<file path="config.mk">
export PLATFORM = sky130hd
export DESIGN_NAME = sktab_ctrl
export DESIGN_NICKNAME = d
export VERILOG_FILES = /design/src/sktab_pkg.sv /design/src/sktab_ctrl.sv
export SDC_FILE = /design/constraint.sdc
export NUM_CORES = 1
export LEC_CHECK = 0
export BUFFER_PORTS_ARGS = -buffer_cell sky130_fd_sc_hd__buf_2
export CAP_MARGIN = 20
export CORE_AREA = 3 3 40 42
export CTS_CLUSTER_DIAMETER = 30
export DETAILED_ROUTE_END_ITERATION = 10
export DIE_AREA = 0 0 43 45
export SLEW_MARGIN = 20
export SYNTH_ARGS = -nofsm -noshare
export SYNTH_HDL_FRONTEND = slang
export SYNTH_SLANG_ARGS = --single-unit
</file>
<file path="constraint.sdc">
create_clock -name clk -period 1.7 [get_ports clk]
set_clock_uncertainty 0.1 [all_clocks]
set_input_delay 0.17 -clock clk [delete_from_list [all_inputs] [get_ports clk]]
set_output_delay 0.17 -clock clk [all_outputs]
set_load 0.01 [all_outputs]
</file>
<file path="src/sktab_pkg.sv">
`default_nettype none
// ----------------------------------------------------------------------------
// sktab_pkg
// Shared widths, command and status codes, controller states and the
// command/status bundles between the controller and the datapath.
// ----------------------------------------------------------------------------
package sktab_pkg;

  localparam int CAPACITY_DEF = 32;
  localparam int KEY_BITS_DEF = 16;

  localparam int CMD_W    = 2;
  localparam int KEY_W    = 16;
  localparam int NAME_W   = 64;
  localparam int MARKS_W  = 10;
  localparam int STATUS_W = 3;

  typedef logic [CMD_W-1:0]    command_t;
  typedef logic [STATUS_W-1:0] status_t;

  localparam command_t CMD_INSERT = 2'd0;
  localparam command_t CMD_DELETE = 2'd1;
  localparam command_t CMD_SEARCH = 2'd2;

  localparam status_t ST_INSERTED  = 3'd0;
  localparam status_t ST_DUPLICATE = 3'd1;
  localparam status_t ST_FULL      = 3'd2;
  localparam status_t ST_DELETED   = 3'd3;
  localparam status_t ST_FOUND     = 3'd4;
  localparam status_t ST_NOT_FOUND = 3'd5;

  typedef enum logic {
    S_IDLE,
    S_EXEC
  } state_t;

  typedef struct packed {
    logic    load_in;
    logic    do_insert;
    logic    do_delete;
    logic    load_out;
    status_t status;
  } dp_cmd_t;

  typedef struct packed {
    logic any_match;
    logic full;
  } dp_sts_t;

endpackage
`default_nettype wire

</file>
<file path="src/sktab_ctrl.sv">
`default_nettype none
// ----------------------------------------------------------------------------
// sktab_ctrl
// Command sequencer: takes one word, resolves its status from the cell
// compare results and issues the table update and result load.
// ----------------------------------------------------------------------------
module sktab_ctrl (
  input  wire logic                clk,
  input  wire logic                rst_n,
  input  wire logic                in_valid,
  output logic                     in_ready,
  input  wire sktab_pkg::command_t in_command,
  output logic                     out_valid,
  input  wire logic                out_ready,
  input  wire sktab_pkg::dp_sts_t  sts,
  output sktab_pkg::dp_cmd_t       cmd
);

  sktab_pkg::state_t   state_r, state_nxt;
  sktab_pkg::command_t cmd_r, cmd_nxt;
  logic                out_valid_r, out_valid_nxt;

  always_ff @(posedge clk) begin
    if (!rst_n) begin
      state_r     <= sktab_pkg::S_IDLE;
      out_valid_r <= 1'b0;
    end else begin
      state_r     <= state_nxt;
      out_valid_r <= out_valid_nxt;
    end
  end

  always_ff @(posedge clk) begin
    cmd_r <= cmd_nxt;
  end

  always_comb begin
    state_nxt     = state_r;
    in_ready      = 1'b0;
    cmd           = '0;
    cmd.status    = sktab_pkg::ST_NOT_FOUND;
    case (state_r)
      sktab_pkg::S_IDLE: begin
        in_ready = 1'b1;
        if (in_valid) begin
          cmd.load_in = 1'b1;
          state_nxt   = sktab_pkg::S_EXEC;
        end
      end
      sktab_pkg::S_EXEC: begin
        // hold until the result register is free
        if (!out_valid_r || out_ready) begin
          cmd.load_out = 1'b1;
          state_nxt    = sktab_pkg::S_IDLE;
          case (cmd_r)
            sktab_pkg::CMD_INSERT: begin
              if (sts.any_match) begin
                cmd.status = sktab_pkg::ST_DUPLICATE;
              end else if (sts.full) begin
                cmd.status = sktab_pkg::ST_FULL;
              end else begin
                cmd.status    = sktab_pkg::ST_INSERTED;
                cmd.do_insert = 1'b1;
              end
            end
            sktab_pkg::CMD_DELETE: begin
              if (sts.any_match) begin
                cmd.status    = sktab_pkg::ST_DELETED;
                cmd.do_delete = 1'b1;
              end
            end
            sktab_pkg::CMD_SEARCH: begin
              if (sts.any_match) begin
                cmd.status = sktab_pkg::ST_FOUND;
              end
            end
            default: begin
              cmd.status = sktab_pkg::ST_NOT_FOUND;
            end
          endcase
        end
      end
      default: begin
        state_nxt = sktab_pkg::S_IDLE;
      end
    endcase
  end

  assign cmd_nxt       = cmd.load_in ? in_command : cmd_r;
  assign out_valid_nxt = (out_valid_r && !out_ready) || cmd.load_out;
  assign out_valid     = out_valid_r;

endmodule
`default_nettype wire

</file>
After elaboration in Yosys (flattened, before gate mapping) --
Index checks and enable logic that the tools add are counted.
Operators by class: add/sub/neg operators 0, divide/modulo/power cells 0, multipliers 0, reduce and logical (&&, ||, !) cells 6, order comparisons 0, bitwise operators 1, muxes and demuxes 17, equality and inequality tests 2, shifts and indexed selects 0
Operators with widths (number):
- 6-bit two-way mux | 2
- 1-bit two-way mux | 10
- 3-bit one-hot mux with 3 select lines | 1
- 2-bit two-way mux | 2
- 3-bit two-way mux | 1
- 2-bit by 1-bit equality test with 1-bit output, second input constant | 1
- 2-bit equality test, second input constant | 1
- 1-bit logical NOT | 2
- 2-bit logical NOT | 1
- 1-bit logical OR | 2
- 1-bit one-hot mux with 2 select lines | 1
- 1-bit logical AND | 1
- 1-bit inverter | 1
Word-level totals: input bits 8, ROM bits 0, bits in registers 4, memories kept 0, bits in latches 0, output and inout port bits 9, word-level logic and storage cells 29, bits in writable memories 0

Depth between registers and ports, before layout --
depth in word-level cells 6, mapped depth 2, mapped depth without buffers 2

Worst setup path after synthesis --
Ideal clock, no wire load.
path type reg2out, start point reg cmd_r[0], end point out cmd[1] (netlist bit), path slack 0.176 ns, data required time 1.430 ns, path buffers 0, data arrival time 1.254 ns, cell stages (with the launch flop) 3, cell sequence edfxtp_1 or3b_1 a2111oi_2
RTL lines:
- start, declared | line sktab_ctrl.sv:20 | sktab_pkg::command_t cmd_r, cmd_nxt;
- start signal, assigned | line sktab_ctrl.sv:34 | cmd_r <= cmd_nxt;
- end, declared | line sktab_ctrl.sv:16 | output sktab_pkg::dp_cmd_t cmd

==> results_dict.tcl <==
set metrics [dict create \
    cts-root-buf "clkbuf_4" \
    core_mm2 0.00128 \
    clk_pin_slew_worst_paths_ns 0.04 \
    p_total_uw 293 \
    grt_pass1_vias 241 \
    h-tree-depth 1 \
    hpwlAfterDp_um 447 \
    die_h_um 45 \
    insertion_delay_ns 0.23 \
    p_clk_share_pct 39.5 \
    port_buffers 16 \
    cts_hold_buf 0 \
    wl_per_cell_um 9.30 \
    p_sw_share_pct 25.3 \
    slew_viol_final 0 \
    io_pins 17 \
    cts.sinks 4 \
    drv_cap 0 \
    vias 259 \
    routed_via_density 4.32 \
    p_seq_share_pct 39.1 \
    critical_path.max_stage_delay_ns 0.39 \
    path_cells "or3b_4 > a2111oi_4 > buf_2" \
    n_antenna_cell 0 \
    crit_buf_inv 1 \
    synth_cell_type_count 16 \
    ant_nets 0 \
    powerDensity_mw_per_mm2 747 \
    hold_violations 0 \
    cts_tree "yes" \
    route.detailed.drc 0 \
    comb_power_share_pct 21.3 \
    yosysSeqAreaShare_pct 45.5 \
    final_cell_mix "16 x buf_2, 4 x buf_4, 3 x nor2b_1, 3 x clkbuf_4" \
    antenna_found_initial 0 \
    synth_area_um2 220 \
    finalWorstSetupSlack_ns -0.0210 \
    outcome "finished with violations" \
    grt_max_degree 9 \
    drt_iter0_markers 1 \
    nNetsFinal 55 \
    start_kind "flop" \
    hold_path_class "primary input to flop" \
    crit_family "simple AND/OR/NAND/NOR gates" \
    period_needed_ns 1.72 \
    area_delta_synth_final_pct 78.4 \
    crit_type "flop to output port" \
    slowest_stage "or3b_4" \
    setup_viol 1 \
    leakage_nw 0.169 \
    gp_congestion 0.649 \
    die_area_mm2 0.00194 \
    drive_above_1_share_pct 60.0 \
    syn_inst 22 \
    worstMarginPinSlew_ns 0.243 \
    initial_core_util_pct 17.1 \
    cts_buffers 3 \
    crit_required_ns 1.43 \
    timing.hold.ws_ns 0.0115 \
    arrival_ns 1.45 \
    core.rowCount 13 \
    fin_crit_sh_pct 101 \
    syn_nets 30 \
    grt_pass1_wl_um 952 \
    cts_buffer_depth 2 \
    p_int_uw 219 \
    yosys_warnings 0 \
    netSwitchingPower_uw 74.2 \
    synth_seq_cells 4 \
    cp_max_fo 2 \
    vdd_drop_max_mv 0.311 \
    fillers 154 \
    failed_checks "setup timing" \
    routed_wl_um 558 \
    drt_first_pass_iters 2 \
    utilization_pct 30.6 \
    grt_use_total_pct 7.10 \
    synth_area_per_cell_um2 10.0 \
    relSlewSlack_pct 83.7 \
    final_common_cell "buf_2" \
    grt-ovfl-total 0 \
    end_kind "output port" \
    fmax_mhz 581 \
    rsz0062_at_grt "yes" \
    die_w_um 43 \
]
## power groups by stage
stage | registers, mW | clock network (mW) | logic (mW)
3_5_place_dp | 0.117 | 0 | 0.0525
6_report | 0.115 | 0.116 | 0.0626
5_1_grt | 0.116 | 0.127 | 0.0694
3_3_place_gp | 0.117 | 0 | 0.0527
4_1_cts | 0.114 | 0.122 | 0.0574
2_1_floorplan | 0.117 | 0 | 0.0247
## per-stage QoR
stage	instances	setup WS (ns)	TNS [ns]	instance area, um^2
global placement	55	0.164	0	334
CTS	60	-0.0455	-0.0900	372
floorplan	22	0.176	0	220
global route	60	-0.124	-0.357	393
detailed placement	55	0.127	0	334
finish	60	-0.0210	-0.0210	393
## cell usage after synthesis (all sizes together)
| master | n | area, um^2 |
|---|---|---|
| nor2b | 3 | 18.8 |
| dfxtp | 2 | 40.0 |
| edfxtp | 2 | 60.1 |
| nor4 | 2 | 12.5 |
| or4 | 2 | 15.0 |
| a2111oi | 1 | 15.0 |
| a21boi | 1 | 7.51 |
| a21oi | 1 | 5.00 |
| inv | 1 | 3.75 |
| nand2 | 1 | 3.75 |
| nand2b | 1 | 6.26 |
| nor2 | 1 | 3.75 |
| o21ai | 1 | 5.00 |
| or3 | 1 | 6.26 |
| or3b | 1 | 8.76 |
| xor2 | 1 | 8.76 |
## layout make-up
| class | count | area (um^2) | share of cell area [%] |
|---|---|---|---|
| Tap cell | 15 | 18.8 | 4.78 |
| Inverter | 1 | 3.75 | 0.955 |
| Sequential cell | 4 | 100 | 25.5 |
| Clock buffer | 3 | 22.5 | 5.73 |
| Timing Repair Buffer | 20 | 110 | 28.0 |
| Multi-Input combinational cell | 17 | 138 | 35.0 |
## registers in the layout (all words and copies together) (netlist names)
register   count
cmd_r          2
out_valid      1
state_r        1
## layer usage
| layer | vias to the layer above | GRT usage, % | share of wire (%) |
|---|---|---|---|
| met5 | - | 0 | 0 |
| met2 | 17 | 9.28 | 39 |
| li1 | 130 | - | - |
| met3 | 2 | 3.19 | 19 |
| met1 | 110 | 7.52 | 37 |
| met4 | 0 | 9.04 | 3.8 |
## logic make-up (layout without fill, tap and decap cells)
group / Yosys count / after routing / synth area share (%)
and+or+nand+nor: 12 / 12 / 34.1
AOI/OAI and AO/OA: 4 / 4 / 14.8
DFF: 4 / 4 / 45.5
xor gates and xnor gates: 1 / 1 / 3.98
buffers and inverters: 1 / 24 / 1.70
## path summary, 6_finish.rpt
kind | start | to | slack [ns] | cells past startpoint
hold / removal | in_command[1] | cmd_r[1] | 0.01 | 1
setup / recovery | cmd_r[0] | cmd[1] | -0.02 | 3
hold reg to reg | state_r | state_r | 0.39 | 1
setup reg to reg | state_r | cmd_r[0] | 0.72 | 1
## what timing repair did
action                                 4_1_cts  5_1_grt
pin swaps                                    2        0
setup endpoints to repair                    3        4
resized for setup                            0        4
setup buffers                                2        0
endpoints found under the hold margin        0        0
Power figures use the tool's default switching activity.
